`config.mk`:
```
export PLATFORM = sky130hd
export DESIGN_NAME = sgbb_front
export DESIGN_NICKNAME = d
export VERILOG_FILES = /design/src/rtl/sgbb_pkg.sv /design/src/rtl/sgbb_front.sv
export SDC_FILE = /design/constraint.sdc
export NUM_CORES = 1
export LEC_CHECK = 0
export ABC_AREA = 0
export BUFFER_PORTS_ARGS = -buffer_cell sky130_fd_sc_hd__buf_2
export CAP_MARGIN = 5
export CORE_MARGIN = 4
export CORE_UTILIZATION = 56
export DETAILED_ROUTE_END_ITERATION = 6
export GPL_TIMING_DRIVEN = 0
export PLACE_DENSITY = 0.83
export SYNTH_ARGS = -nofsm -noshare
export SYNTH_HDL_FRONTEND = slang
export SYNTH_SLANG_ARGS = --single-unit
```
`constraint.sdc`:
```
create_clock -name clk -period 5.2 [get_ports clk]
set_input_delay 0.52 -clock clk [delete_from_list [all_inputs] [get_ports clk]]
set_output_delay 0.52 -clock clk [all_outputs]
set_load 0.01 [all_outputs]
```
`src/rtl/sgbb_pkg.sv`:
```
// Shared types and constants for the sparse grid bounding box store.
package sgbb_pkg;

	localparam int GRID_W = 32;
	localparam int GRID_H = 32;
	localparam int CELLS = GRID_W * GRID_H;

	localparam int COORD_W = 5;
	localparam int VALUE_W = 32;
	localparam int XW = $clog2(GRID_W);
	localparam int YW = $clog2(GRID_H);
	localparam int AW = $clog2(CELLS);
	localparam int COL_CW = $clog2(GRID_H + 1);
	localparam int ROW_CW = $clog2(GRID_W + 1);
	localparam int TOTAL_W = $clog2(CELLS + 1);

	localparam int IN_TDATA_W = 48;
	localparam int OUT_TDATA_W = 56;

	typedef enum logic [1:0] {
		CMD_INSERT = 2'd0,
		CMD_REMOVE = 2'd1,
		CMD_LOOKUP = 2'd2,
		CMD_CLEAR  = 2'd3
	} cmd_t;

	typedef enum logic [2:0] {
		OPK_INSERT,
		OPK_REMOVE,
		OPK_LOOKUP,
		OPK_CLEAR,
		OPK_RANGE
	} op_kind_t;

	typedef struct packed {
		op_kind_t            kind;
		logic [COORD_W-1:0]  x;
		logic [COORD_W-1:0]  y;
		logic [VALUE_W-1:0]  wval;
	} op_t;

	typedef enum logic {
		ST_IDLE,
		ST_EXEC
	} back_state_t;

	typedef struct packed {
		logic                range_error;
		logic                is_empty;
		logic [COORD_W-1:0]  max_y;
		logic [COORD_W-1:0]  min_y;
		logic [COORD_W-1:0]  max_x;
		logic [COORD_W-1:0]  min_x;
		logic [VALUE_W-1:0]  read_value;
		logic                found;
	} result_t;

endpackage

```
`src/rtl/sgbb_front.sv`:
```
// Front end: accepts requests, classifies them and queues them for the back end.
module sgbb_front (
	input  logic                               clk,
	input  logic                               arst_n,
	input  logic                               s_tvalid,
	output logic                               s_tready,
	input  logic [sgbb_pkg::IN_TDATA_W-1:0]    s_tdata,
	output logic                               q_valid,
	output sgbb_pkg::op_t                      q_op,
	input  logic                               q_pop
);
	import sgbb_pkg::*;

	op_t        ent_q [2];
	logic       wr_ptr_q;
	logic       rd_ptr_q;
	logic [1:0] cnt_q;
	logic       push;
	op_t        op_in;
	logic [1:0] cmd;
	logic [COORD_W-1:0] xc;
	logic [COORD_W-1:0] yc;
	logic       oob;

	assign cmd = s_tdata[1:0];
	assign xc  = s_tdata[6:2];
	assign yc  = s_tdata[11:7];
	assign oob = (int'(xc) >= GRID_W) || (int'(yc) >= GRID_H);

	always_comb begin
		op_in.x    = xc;
		op_in.y    = yc;
		op_in.wval = s_tdata[43:12];
		case (cmd_t'(cmd))
			CMD_INSERT: op_in.kind = oob ? OPK_RANGE : OPK_INSERT;
			CMD_REMOVE: op_in.kind = oob ? OPK_RANGE : OPK_REMOVE;
			CMD_LOOKUP: op_in.kind = oob ? OPK_RANGE : OPK_LOOKUP;
			CMD_CLEAR:  op_in.kind = OPK_CLEAR;
			default:    op_in.kind = OPK_CLEAR;
		endcase
	end

	assign s_tready = (cnt_q != 2'd2);
	assign push     = s_tvalid && s_tready;
	assign q_valid  = (cnt_q != 2'd0);
	assign q_op     = ent_q[rd_ptr_q];

	always_ff @(posedge clk) begin
		if (push) begin
			ent_q[wr_ptr_q] <= op_in;
		end
	end

	always_ff @(posedge clk or negedge arst_n) begin
		if (!arst_n) begin
			wr_ptr_q <= 1'b0;
			rd_ptr_q <= 1'b0;
			cnt_q    <= 2'd0;
		end else begin
			if (push) begin
				wr_ptr_q <= ~wr_ptr_q;
			end
			if (q_pop) begin
				rd_ptr_q <= ~rd_ptr_q;
			end
			case ({push, q_pop})
				2'b10:   cnt_q <= cnt_q + 2'd1;
				2'b01:   cnt_q <= cnt_q - 2'd1;
				default: cnt_q <= cnt_q;
			endcase
		end
	end
endmodule

```
* Yosys cells after proc, flatten, opt, wreduce, memory -nomap -nowiden
Memory sizes are Yosys's and may differ from the RTL's.
Cells that the tools add are included.
** Cells by class
- $add $sub $neg :: 2
- $mul :: 0
- Divide/modulo/power cells :: 0
- Magnitude comparators :: 0
- Equality and inequality tests :: 6
- Shifts and indexed selects :: 0
- Mux-type cells :: 4
- Bitwise gates (word level) :: 2
- Reductions and logical operators :: 4
** Operators by type and width (count)
- one-hot mux 3 bit (4 select lines) :: 1
- equality test 2 bit (second input constant) :: 3
- equality test 2 x 1 -> 1 bit (second input constant) :: 2
- one-hot mux 2 bit (2 select lines) :: 1
- nonzero test 2 bit :: 2
- adder 2 x 1 -> 2 bit (second input constant) :: 1
- zero test 2 bit :: 1
- 2-to-1 mux 1 bit :: 2
- inequality test 2 bit (second input constant) :: 1
- NOT 1 bit :: 2
- subtractor 2 x 1 -> 2 bit (second input constant) :: 1
- logical AND 1 bit :: 1
** Word-level totals
- Register bits after elaboration :: 4
- Bits in latches :: 0
- Memory bits (writable) :: 90
- Memory bits (read-only) :: 0
- Output and inout bits :: 47
- Word-level logic and storage cells :: 22
- Memories kept :: 1
** Memories
- ent_q :: depth 2, bits a word 45, read ports 1, clocked after memory_dff 0, wr ports 1, RTL line sgbb_front.sv:14 : op_t ent_q [2];

* Longest topological paths before layout
Gate-level depths: netlist of run 1.
- Word-level depth :: 4
- Depth in mapped cells :: 6

* Least setup slack after synthesis of run 1
Ideal clock, no wire load.
- Path type :: register -> register
- From :: register cnt_q[0]
- To :: memory ent_q[0][0] (netlist bit) (enable)
- Arrival :: 2.556 ns
- Data required time :: 4.755 ns
- Setup slack :: 2.198 ns
- Cell stages (with the launch flop) :: 4
- Buffers on the path :: 0
- Path through :: dfrtp_1 > nand2b_1 > nand2_1 > nor2_1
** Between the ends
- Cells in the longest elaborated chain, start to end :: 4
** Ends and longest elaborated chain
- start: declaration :: RTL line sgbb_front.sv:17 : logic [1:0] cnt_q;
- start signal: assignment :: RTL line sgbb_front.sv:67 : 2'b10: cnt_q <= cnt_q + 2'd1;
- start signal: assignment :: RTL line sgbb_front.sv:68 : 2'b01: cnt_q <= cnt_q - 2'd1;
- start signal: assignment :: RTL line sgbb_front.sv:69 : default: cnt_q <= cnt_q;
- inequality test 2 bit :: RTL line sgbb_front.sv:43 : assign s_tready = (cnt_q != 2'd2);
- named net s_tready :: RTL line sgbb_front.sv:6 : output logic s_tready,
- logical AND 1 bit :: RTL line sgbb_front.sv:44 : assign push = s_tvalid && s_tready;
- 2-to-1 mux 1 bit :: RTL line sgbb_front.sv:49 : if (push) begin
- 2-to-1 mux 1 bit (implied by the code) :: RTL line sgbb_front.sv:50 : ent_q[wr_ptr_q] <= op_in;
- end: declaration :: RTL line sgbb_front.sv:14
The timed path passes the listed nets, and every way through them passes these cells.

==> results.yml, run 1 <==
outcome:
  result_of_the_run: "finished, final reports clean"
logic_synthesis:
  ys_seq_area_frac: 0.766
  most_repeated_cell_in_the_gate_level_netlist_after_synthesis: "sky130_fd_sc_hd__edfxtp_1"
  yosys.area_share.xor_xnor: 0.0122
  synth_top_cell_by_area: "sky130_fd_sc_hd__edfxtp_1"
  synth-edff-count: 88
  yosys_warnings: 0
  yosys_register_bits: 92
  synth_commonest_cells: "88 x sky130_fd_sc_hd__edfxtp_1, 39 x sky130_fd_sc_hd__mux2_4, 5 x sky130_fd_sc_hd__mux2_2, 4 x sky130_fd_sc_hd__buf_12, 4 x sky130_fd_sc_hd__dfrtp_1"
  yosys-top-cells-area: "sky130_fd_sc_hd__edfxtp_1 74%, sky130_fd_sc_hd__mux2_4 16%, sky130_fd_sc_hd__dfrtp_1 2.8%"
  synth-compound-area-share: 0
  synth.avg_cell_area_sq_um: 22.8
  syn_std_cell_area_sq_mm: 0.00358
  post_synthesis_mux_area_share: 0.179
  gate_count_post_synth: 157
  most_frequently_used_flop_master_after_synthesis: "sky130_fd_sc_hd__edfxtp_1"
  synth.lib_cells_used.distinct: 17
  syn_nets: 210
  synth_simple_gate_area_share: 0.00839
  synth-adder-area-share: 0.00349
  synth_largest_type_area_fraction: 0.738
  synth_top_family_by_area: "multiplexers"
  ys_async_sr_fraction: 0.0435
power:
  switching_portion_of_total_power: 0.278
  leakagePower_nw: 1.78
  intPower_mw: 1.75
  proportion_of_power_drawn_by_the_clock_network: 0.200
  pwr_density_cell_mw_per_mm2: 553
  power.ir.vdd_worst_v: 0.000448
  p_comb_frac: 0.362
  p_sw_uw: 675
  p_seq_frac: 0.438
timing:
  grt_setup_unrepaired: "false"
  total_negative_slack_ns: 0
  relSlewSlack: 0.668
  part_of_the_cycle_the_worst_path_needs: 0.384
  finalSetupViolations: 0
  worst_clock_skew_ns: 0.00594
  finalHoldViolCount: 0
  maxClockFrequency_ghz: 0.501
  min_period_ns: 2.00
  worst-slew-pin-transition_ns: 0.497
  timing_max_transition_violations_final: 0
layout:
  final_core_utilization: 0.725
  instances_no_fill: 342
  post_route_cells_drive_above_1_share: 0.592
  num-fill-cells: 381
  final_net_count: 315
  antenna_cells: 0
  footprint_of_the_multi_input_gates_sq_um: 741
  sequential_cell_area_sq_mm: 0.00274
  area.growth.synth_to_final_pct: 22.7
flow_run:
  max_cap_violations: 0
setup_path:
  reg2reg_slack_ns: 3.49
  timing.critical_path.to_type: "primary output"
  cp_max_fo: 10
  worst-setup-path-type: "reg2out"
  crit_path_start: "rd_ptr_q"
  worst_setup_path_endpoint: "q_op[33]"
  crit_path_start_kind: "flip-flop"
  r2r_start: "cnt_q[0]"
  r2r.worst_path.cells: 4
  worstPathRequired_ns: 4.68
  worst-endpoint-arrival_ns: 1.48
  reg2reg_to: "ent_q[0][24]"
detailed_routing:
  num_vias: 1730
  route.detailed.vias_per_inst: 5.06
  initialDrtViolationCount: 46
  detail_route.wirelength_mm: 5.68
  antenna_violating_nets_post_route: 0
  wl_per_cell_microns: 16.6
  detail_route.first_pass.iterations: 4
  number_of_drc_violations_after_detailed_routing: 0
placement:
  placed_cells_incl_taps: 325
  port_buffers: 91
  global_placement_routability_congestion: 0.666
  dp_hpwl_mm: 4.11
clocking:
  cts_max_path_buffers: 2
  tritoncts: "yes"
  root_driver: "sky130_fd_sc_hd__clkbuf_8"
  cts-resized-gates: 0
  tritoncts.num_buffers: 9
  h_tree_depth: 3
  clock_net_sink_count: 92
  cts.reportedPaths.clkPinSlew_ns: 0.08
  clk_latency_ns: 0.34
global_route:
  grt_max_degree: 30
  global_route_wire_length_before_repair_mm: 9.14
  via_count_of_the_first_global_routing_pass: 1858
  grt_antenna_before_repair: 0
  gr-usage-all-layers: 0.161
  globalRoute.totalOverflow: 0
floorplan:
  die_area_sq_mm: 0.00774
  placeableCoreArea_sq_mm: 0.00606
  fp.dieW_microns: 88.0
  dieHeight_microns: 88.0
  io_pins: 99
  initial_utilization: 0.591
  core.rowCount: 28
worst_hold_path:
  worst_hold_path_type: "in2reg"
## cell families (layout without fill, tap and decap cells)
group / Yosys count / count (layout)
xor+xnor: 5 / 5
fa+ha+maj: 1 / 1
buf+inv: 8 / 118
flops: 92 / 92
mux: 44 / 44
other cells: 1 / 1
simple gates: 6 / 6
## repair_timing
action	CTS	global route
buffers inserted	0	0
hold endpoints to repair	4	0
hold buffers	1	0
## metrics by stage
step                power, mW  hold slack, ns  setup WS [ns]  cell area, sq um
floorplan                1.69           0.224           2.20              3580
global placement         1.94           0.334           1.28              4130
detailed placement       1.98           0.334           3.43              4180
CTS                      2.47           0.339           3.16              4400
global route             2.57           0.340           3.13              4400
finish                   2.43           0.360           3.20              4400
## flip-flops by register name (all words and copies together) (netlist names)
signal    flops
cnt_q         2
ent_q        88
wr_ptr_q      1
rd_ptr_q      1
## worst min path at each step
stage,from,to,cells after the start
3_5_place_dp,arst_n,rd_ptr_q,1
2_1_floorplan,arst_n,cnt_q[0],0
4_1_cts,s_tdata[34],ent_q[1][22],1
6_report,s_tdata[34],ent_q[1][22],1
3_3_place_gp,arst_n,rd_ptr_q,1
5_1_grt,s_tdata[18],ent_q[0][6],1
## layout by cell type (no fill, tap or decap), drive strengths merged, types with 2 or more instances in the layout
master / count
edfxtp: 88
bufinv: 2
xnor2: 3
mux2: 44
dfrtp: 4
nor2: 2
xor2: 2
clkbuf: 12
clkinv: 3
buf: 99
## power groups by stage
stage / clock network [mW] / registers [mW] / logic [mW]
3_3_place_gp: 0 / 1.08 / 0.859
5_1_grt: 0.539 / 1.08 / 0.948
3_5_place_dp: 0 / 1.08 / 0.896
4_1_cts: 0.504 / 1.07 / 0.899
2_1_floorplan: 0 / 1.07 / 0.621
6_report: 0.486 / 1.06 / 0.879
## routing by layer
| layer | global-route usage | wire [microns] | vias to the layer above |
|---|---|---|---|
| met5 | 0 | 0 | - |
| li1 | - | - | 815 |
| met4 | 0.0795 | 110 | 0 |
| met2 | 0.263 | 2970 | 67 |
| met3 | 0.0461 | 433 | 10 |
| met1 | 0.197 | 2170 | 838 |
## critical path, stage by stage, from the launching register on
cell                      delay (ns)
sky130_fd_sc_hd__dfrtp_1        0.35
sky130_fd_sc_hd__buf_6          0.18
sky130_fd_sc_hd__buf_12         0.16
sky130_fd_sc_hd__mux2_4         0.30
sky130_fd_sc_hd__buf_2          0.14
## layout make-up
cell class / instances / share of cell area
Sequential cell: 92 / 0.624
Multi-Input combinational cell: 57 / 0.169
Timing Repair Buffer: 94 / 0.115
Clock buffer: 10 / 0.0290
Clock inverter: 6 / 0.0179
Tap cell: 75 / 0.0213
Buffer: 8 / 0.0242
Power figures use the tool's default switching activity.
==> inputs of run 2 (changes only) <==
--- a/config.mk
+++ b/config.mk
@@ -9,10 +9,10 @@
 export BUFFER_PORTS_ARGS = -buffer_cell sky130_fd_sc_hd__buf_2
 export CAP_MARGIN = 5
 export CORE_MARGIN = 4
-export CORE_UTILIZATION = 56
+export CORE_UTILIZATION = 47
 export DETAILED_ROUTE_END_ITERATION = 6
 export GPL_TIMING_DRIVEN = 0
-export PLACE_DENSITY = 0.83
+export PLACE_DENSITY = 0.74
 export SYNTH_ARGS = -nofsm -noshare
 export SYNTH_HDL_FRONTEND = slang
 export SYNTH_SLANG_ARGS = --single-unit
==> constraint.sdc (replaced) <==
create_clock -name clk -period 1.65 [get_ports clk]
set_input_delay 0.165 -clock clk [delete_from_list [all_inputs] [get_ports clk]]
set_output_delay 0.165 -clock clk [all_outputs]
set_load 0.01 [all_outputs]
==> run 2 against run 1 <==
  * The flow now finishes with violations (negative setup slack)
  * Flip-flop and latch count stayed put
  * Register-to-register slack worse by 3.5 ns
  * Total power grew to 3.6 times the previous value
  * Setup slack worse by 3.2 ns
  * Worst hold slack worse by 0.34 ns
  * Cell count is 18% higher
  * Combinational power grew to 4.3 times the previous value
  * Sequential share of layout area is 9.0 points lower
  * Clock-buffer cell count stayed put
==> results.yml, run 2 (synthesis gave the netlist of run 1 again) <==
outcome:
  violations_in_the_final_reports: "negative setup slack"
  result_of_the_run: "complete, but fails checks"
setup_path:
  r2r_start: "cnt_q[0]"
  crit_path_start: "rd_ptr_q"
  crit_path_start_kind: "flip-flop"
  worstPathRequired_ns: 1.48
  cp_cell_sequence: "buf_12 > buf_12 > mux2_4 > buf_6"
  timing.critical_path.to_type: "primary output"
  worst-endpoint-arrival_ns: 1.50
  cpMostUsedCell: "sky130_fd_sc_hd__buf_12"
  critical_path.max_stage_delay_ns: 0.41
  worst-setup-path-type: "reg2out"
  slowest_library_cell_on_the_worst_path: "sky130_fd_sc_hd__dfrtp_1"
  cp_max_fo: 10
timing:
  hold_slack_ns: 0.0230
  min_period_ns: 1.67
  fin_ws_ns: -0.0158
  total_negative_slack_ns: -0.165
  part_of_the_cycle_the_worst_path_needs: 1.01
  finalSetupViolations: 24
  worst_clock_skew_ns: 0.00690
  finalHoldViolCount: 0
  maxClockFrequency_ghz: 0.600
  worst-slew-pin-transition_ns: 0.678
  timing_max_transition_violations_final: 0
  grt_setup_unrepaired: "true"
  relSlewSlack: 0.547
layout:
  regMostFlops: "ent_q"
  most_common_cell_after_layout_fill_and_taps_aside: "sky130_fd_sc_hd__edfxtp_1"
  final_core_utilization: 0.701
  final_net_count: 354
  area.growth.synth_to_final_pct: 43.6
  num-fill-cells: 479
  layout_common_cells: "88 x sky130_fd_sc_hd__edfxtp_1, 49 x sky130_fd_sc_hd__buf_2, 42 x sky130_fd_sc_hd__mux2_4, 42 x sky130_fd_sc_hd__buf_6, 36 x sky130_fd_sc_hd__dlygate4sd3_1"
  largestRegisters: "ent_q: 88 flops, cnt_q: 2 flops"
  largest_register_ffs: 88
  post_route_cells_drive_above_1_share: 0.546
  instances_no_fill: 405
  antenna_cells: 0
worst_hold_path:
  worst_hold_startpoint: "s_tdata[0]"
  worst_hold_path_type: "in2reg"
placement:
  port_buffers: 91
  dp_hpwl_mm: 3.90
  placed_cells_incl_taps: 347
  global_placement_routability_congestion: 0.661
flow_run:
  max_cap_violations: 0
global_route:
  grt_max_degree: 45
  globalRoute.totalOverflow: 0
  via_count_of_the_first_global_routing_pass: 2069
  gr-usage-all-layers: 0.153
  global_route_wire_length_before_repair_mm: 10.2
  grt_antenna_before_repair: 0
detailed_routing:
  wl_per_cell_microns: 16.8
  number_of_drc_violations_after_detailed_routing: 0
  antenna_violating_nets_post_route: 0
  initialDrtViolationCount: 49
  num_vias: 1916
  detail_route.wirelength_mm: 6.79
  detail_route.first_pass.iterations: 4
  route.detailed.vias_per_inst: 4.73
clocking:
  clk_latency_ns: 0.34
  cts.reportedPaths.clkPinSlew_ns: 0.08
  cts_max_path_buffers: 2
  root_driver: "sky130_fd_sc_hd__clkbuf_8"
  tritoncts.num_buffers: 9
  clock_net_sink_count: 92
  tritoncts: "yes"
  h_tree_depth: 3
floorplan:
  dieHeight_microns: 95.3
  core.rowCount: 31
  die_area_sq_mm: 0.00908
  io_pins: 99
  placeableCoreArea_sq_mm: 0.00733
  fp.dieW_microns: 95.3
  initial_utilization: 0.488
power:
  leakagePower_nw: 2.07
  pwr_density_cell_mw_per_mm2: 1700
  power.ir.vdd_worst_v: 0.00143
run 2: cell types whose count changed in the layout (fill, tap and decap cells not counted), moves of 2 or more:
| cell | previous run | this run |
|---|---|---|
| sky130_fd_sc_hd__buf_2 | 91 | 49 |
| sky130_fd_sc_hd__buf_6 | 1 | 42 |
| sky130_fd_sc_hd__dlygate4sd3_1 | 1 | 36 |
| sky130_fd_sc_hd__clkinv_2 | 0 | 3 |
| sky130_fd_sc_hd__mux2_2 | 5 | 2 |
| sky130_fd_sc_hd__mux2_4 | 39 | 42 |
| sky130_fd_sc_hd__clkbuf_16 | 0 | 2 |
| sky130_fd_sc_hd__clkinv_1 | 3 | 1 |
run 2: worst max-delay path: cells and delay by family (launching register included):
kind	cells	cell delay, ns
mux	1	0.31
buf+inv	3	0.44
flops	1	0.41
run 2: path summary, 6_finish.rpt:
check                          endpoint  slack, ns  depth (start not counted)
max                            q_op[36]      -0.02                          4
min                        ent_q[1][42]       0.02                          1
max reg2reg                ent_q[0][31]       0.03                          3
min reg2reg                    cnt_q[0]       0.55                          1
max in group asynchronous      wr_ptr_q       1.37                          2
min in group asynchronous      cnt_q[0]       0.15                          2
run 2: layout make-up:
type,instances,area (sq um),share of cell area
flip-flops and latches,92,2740,0.534
repair buffers,131,1160,0.225
multi-input cells,59,797,0.155
clock buffers,10,128,0.0248
well taps,99,124,0.0241
plain buffers,8,115,0.0224
clock inverters,6,78.8,0.0153
run 2: per-stage QoR:
| stage | cell area, sq um | power [mW] | worst slack, ns |
|---|---|---|---|
| detailed placement | 4180 | 6.22 | -0.442 |
| finish | 5140 | 8.73 | -0.0158 |
| global route | 5140 | 9.17 | -0.0853 |
| global placement | 4180 | 6.16 | -0.394 |
| floorplan | 3600 | 5.36 | -0.0510 |
| CTS | 4990 | 8.50 | -0.0192 |
run 2: timing repair:
| action | CTS | global route |
|---|---|---|
| pin swaps | 1 | 2 |
| hold endpoints to repair | 64 | 6 |
| gates cloned | 1 | 3 |
| hold buffers | 32 | 4 |
| gates resized for setup | 41 | 11 |
| setup buffers | 1 | 1 |
| setup endpoints to repair | 127 | 110 |
run 2: where the power goes:
group | total (mW) | internal (mW) | switching, mW | leakage [nW]
logic | 3.78 | 2.25 | 1.53 | 1.10
clock network | 1.55 | 0.841 | 0.709 | 0.107
registers | 3.40 | 3.20 | 0.198 | 0.863
total | 8.73 | 6.29 | 2.44 | 2.07
run 2: layer usage:
metal	global-route usage	routed length, microns	up-vias
met4	0.0649	75	0
met5	0	0	-
met1	0.175	2800	941
met2	0.267	3480	69
met3	0.0418	430	9
li1	-	-	897
==> inputs of run 3 (changes only) <==
--- a/config.mk
+++ b/config.mk
@@ -5,14 +5,14 @@
 export SDC_FILE = /design/constraint.sdc
 export NUM_CORES = 1
 export LEC_CHECK = 0
-export ABC_AREA = 0
+export ABC_AREA = 1
 export BUFFER_PORTS_ARGS = -buffer_cell sky130_fd_sc_hd__buf_2
 export CAP_MARGIN = 5
 export CORE_MARGIN = 4
-export CORE_UTILIZATION = 47
+export CORE_UTILIZATION = 46
 export DETAILED_ROUTE_END_ITERATION = 6
 export GPL_TIMING_DRIVEN = 0
-export PLACE_DENSITY = 0.74
+export PLACE_DENSITY = 0.73
 export SYNTH_ARGS = -nofsm -noshare
 export SYNTH_HDL_FRONTEND = slang
 export SYNTH_SLANG_ARGS = --single-unit
==> run 3 against run 2 <==
  * The flow now finishes without violations
  * Total power decreased by 11%
  * Fmax rose by 3.7%
  * Register-to-register slack better by 0.02 ns
  * Critical path depth unchanged
  * Largest cell class unchanged
  * Clock-buffer cell count is 1 lower
  * Via count up 21%
  * Combinational power is 25% lower
  * Die area up 0.29%
  * Setup slack gained 0.060 ns
  * Largest power group is now registers
  * Utilization shrank 3.4 points
  * Highest routed layer unchanged
  * Sequential share of layout area rose by 2.7 points
  * Cell count increased by 27%
==> results.yml, run 3 <==
outcome:
  result_of_the_run: "finished, final reports clean"
power:
  final_power_mw: 7.80
  power.ir.vdd_worst_v: 0.00124
  pwr_density_cell_mw_per_mm2: 1590
  leakagePower_nw: 2.10
logic_synthesis:
  synth-compound-area-share: 0.0705
  post_synthesis_mux_area_share: 0
  yosys-top-cells-area: "sky130_fd_sc_hd__edfxtp_1 75%, sky130_fd_sc_hd__nand2_1 5.2%, sky130_fd_sc_hd__inv_1 5.1%"
  synth_commonest_cells: "88 x sky130_fd_sc_hd__edfxtp_1, 49 x sky130_fd_sc_hd__nand2_1, 48 x sky130_fd_sc_hd__inv_1, 33 x sky130_fd_sc_hd__o21ai_0"
  most_frequently_used_flop_master_after_synthesis: "sky130_fd_sc_hd__edfxtp_1"
  most_repeated_cell_in_the_gate_level_netlist_after_synthesis: "sky130_fd_sc_hd__edfxtp_1"
  ys_seq_area_frac: 0.780
  syn_nets: 312
  syn_std_cell_area_sq_mm: 0.00352
  synth_largest_type_area_fraction: 0.752
  synth.lib_cells_used.distinct: 22
  synth.avg_cell_area_sq_um: 13.6
  ys_async_sr_fraction: 0.0435
  yosys_register_bits: 92
  synth-edff-count: 88
  synth_top_cell_by_area: "sky130_fd_sc_hd__edfxtp_1"
  synth_simple_gate_area_share: 0.0630
  gate_count_post_synth: 259
  synth_top_family_by_area: "buffers and inverters"
  synth-adder-area-share: 0.00356
  yosys_warnings: 0
  yosys.area_share.xor_xnor: 0.00498
setup_path:
  timing.critical_path.to_type: "primary output"
  crit_path_start: "rd_ptr_q"
  worst-endpoint-arrival_ns: 1.44
  cp_max_fo: 10
  r2r_start: "cnt_q[0]"
  crit_path_start_kind: "flip-flop"
  reg2reg_to: "ent_q[1][17]"
  r2r.worst_path.cells: 4
  reg2reg_slack_ns: 0.05
  worst-setup-path-type: "reg2out"
  worstPathRequired_ns: 1.48
layout:
  antenna_cells: 0
  footprint_of_the_multi_input_gates_sq_um: 559
  sequential_cell_area_sq_mm: 0.00274
  largest_register_ffs: 88
  final_net_count: 464
  post_route_cells_drive_above_1_share: 0.332
  most_common_cell_after_layout_fill_and_taps_aside: "sky130_fd_sc_hd__buf_2"
  layout_common_cells: "95 x sky130_fd_sc_hd__buf_2, 88 x sky130_fd_sc_hd__edfxtp_1, 48 x sky130_fd_sc_hd__inv_1, 48 x sky130_fd_sc_hd__nand2_1, 45 x sky130_fd_sc_hd__dlygate4sd3_1"
  regMostFlops: "ent_q"
  num-fill-cells: 543
  largestRegisters: "ent_q: 88 flops, cnt_q: 2 flops"
  area.growth.synth_to_final_pct: 39.3
detailed_routing:
  wl_per_cell_microns: 13.7
  route.detailed.vias_per_inst: 4.49
  num_vias: 2313
  number_of_drc_violations_after_detailed_routing: 0
  detail_route.first_pass.iterations: 4
  initialDrtViolationCount: 86
  antenna_violating_nets_post_route: 0
  detail_route.wirelength_mm: 7.08
clocking:
  clk_latency_ns: 0.34
  cts.reportedPaths.clkPinSlew_ns: 0.09
  tritoncts: "yes"
  cts_max_path_buffers: 2
  root_driver: "sky130_fd_sc_hd__clkbuf_8"
  tritoncts.num_buffers: 9
  clock_net_sink_count: 92
  h_tree_depth: 3
global_route:
  gr-usage-all-layers: 0.159
  grt_antenna_before_repair: 0
  grt_max_degree: 45
  global_route_wire_length_before_repair_mm: 10.7
  globalRoute.totalOverflow: 0
  via_count_of_the_first_global_routing_pass: 2355
floorplan:
  fp.dieW_microns: 95.4
  dieHeight_microns: 95.4
  io_pins: 99
  initial_utilization: 0.480
  die_area_sq_mm: 0.00911
  placeableCoreArea_sq_mm: 0.00733
  core.rowCount: 31
placement:
  place_ws_ns: -0.412
  global_placement_routability_congestion: 0.736
  dp_hpwl_mm: 4.07
  port_buffers: 91
timing:
  relSlewSlack: 0.520
  maxClockFrequency_ghz: 0.623
  worst_clock_skew_ns: 0.00833
  min_period_ns: 1.61
  total_negative_slack_ns: 0
  fin_ws_ns: 0.0440
  finalHoldViolCount: 0
  part_of_the_cycle_the_worst_path_needs: 0.973
  timing_max_transition_violations_final: 0
  worst-slew-pin-transition_ns: 0.718
  grt_setup_unrepaired: "true"
  finalSetupViolations: 0
worst_hold_path:
  min_to: "ent_q[0][8]"
  min_path_cells: 1
  worst_hold_path_type: "in2reg"
  worst_hold_startpoint: "s_tdata[20]"
flow_run:
  max_cap_violations: 0
-- run 3: cell types whose count changed in the layout (fill, tap and decap cells not counted), moves of 5 or more --
cell | previous run | this run
sky130_fd_sc_hd__dlygate4sd3_1 | 36 | 45
sky130_fd_sc_hd__o21ai_0 | 0 | 26
sky130_fd_sc_hd__inv_1 | 0 | 48
sky130_fd_sc_hd__buf_6 | 42 | 1
sky130_fd_sc_hd__o21ai_1 | 0 | 9
sky130_fd_sc_hd__nand2_1 | 0 | 48
sky130_fd_sc_hd__buf_12 | 6 | 1
sky130_fd_sc_hd__buf_2 | 49 | 95
sky130_fd_sc_hd__mux2_4 | 42 | 0
sky130_fd_sc_hd__o21ai_2 | 0 | 9
-- run 3: kinds of logic (layout without fill, tap and decap cells) --
logic type / count (synthesis) / after routing
adders and majority gates: 1 / 1
other: 1 / 1
buffers and inverters: 62 / 218
AOI/OAI and AO/OA: 45 / 45
xor gates and xnor gates: 2 / 2
DFF: 92 / 92
and+or+nand+nor: 56 / 57
-- run 3: what timing repair did --
action / 4_1_cts / 5_1_grt
gates resized for setup: 1 / 17
setup buffers: 0 / 2
cloned: 1 / 1
hold buffers: 43 / 2
hold endpoints to repair: 86 / 3
pin swaps: 1 / 0
setup endpoints to repair: 89 / 65
-- run 3: power by group --
group          total [mW]  internal, mW  leakage, nW  switching (mW)
registers            3.33          3.18        0.865           0.151
clock network        1.63         0.861        0.106           0.773
logic                2.83          1.12         1.13            1.71
total                7.80          5.17         2.10            2.63
-- run 3: routing by layer --
layer  GRT usage  part of all wire
met1       0.176              0.41
met2       0.280              0.51
met3      0.0466             0.055
met4      0.0770             0.017
met5           0                 0
-- run 3: worst max-delay path, cell delays in order, from the launching register on --
cell and delay [ns]:
sky130_fd_sc_hd__dfrtp_1 0.38, sky130_fd_sc_hd__buf_6 0.14, sky130_fd_sc_hd__buf_2 0.20, sky130_fd_sc_hd__o21ai_0 0.21, sky130_fd_sc_hd__buf_2 0.17
-- run 3: final cells by class --
cell class | instances | share of cell area
clock inverters | 7 | 0.0199
plain buffers | 13 | 0.0202
multi-input cells | 106 | 0.114
flip-flops and latches | 92 | 0.560
repair buffers | 140 | 0.197
inverters | 49 | 0.0376
clock buffers | 9 | 0.0253
well taps | 99 | 0.0253
-- run 3: through the flow --
step                      hold WS (ns)  cells   util  cell area, sq um
after floorplan                 -0.131    259      -              3540
after global placement         -0.0238    449  0.562              4120
after detailed placement       -0.0246    449  0.562              4120
after CTS                      0.00217    509  0.653              4780
after global routing           0.00843    515  0.668              4900
final                           0.0260    515  0.668              4900
-- run 3: worst max-delay path by stage --
stage | endpoint | slack, ns | depth (start not counted)
after global routing | ent_q[1][17] | -0.05 | 4
after global placement | ent_q[1][23] | -0.39 | 4
after CTS | ent_q[0][8] | -0.40 | 4
final | q_op[28] | 0.04 | 4
after detailed placement | ent_q[1][24] | -0.41 | 4
after floorplan | ent_q[1][0] | -0.03 | 4
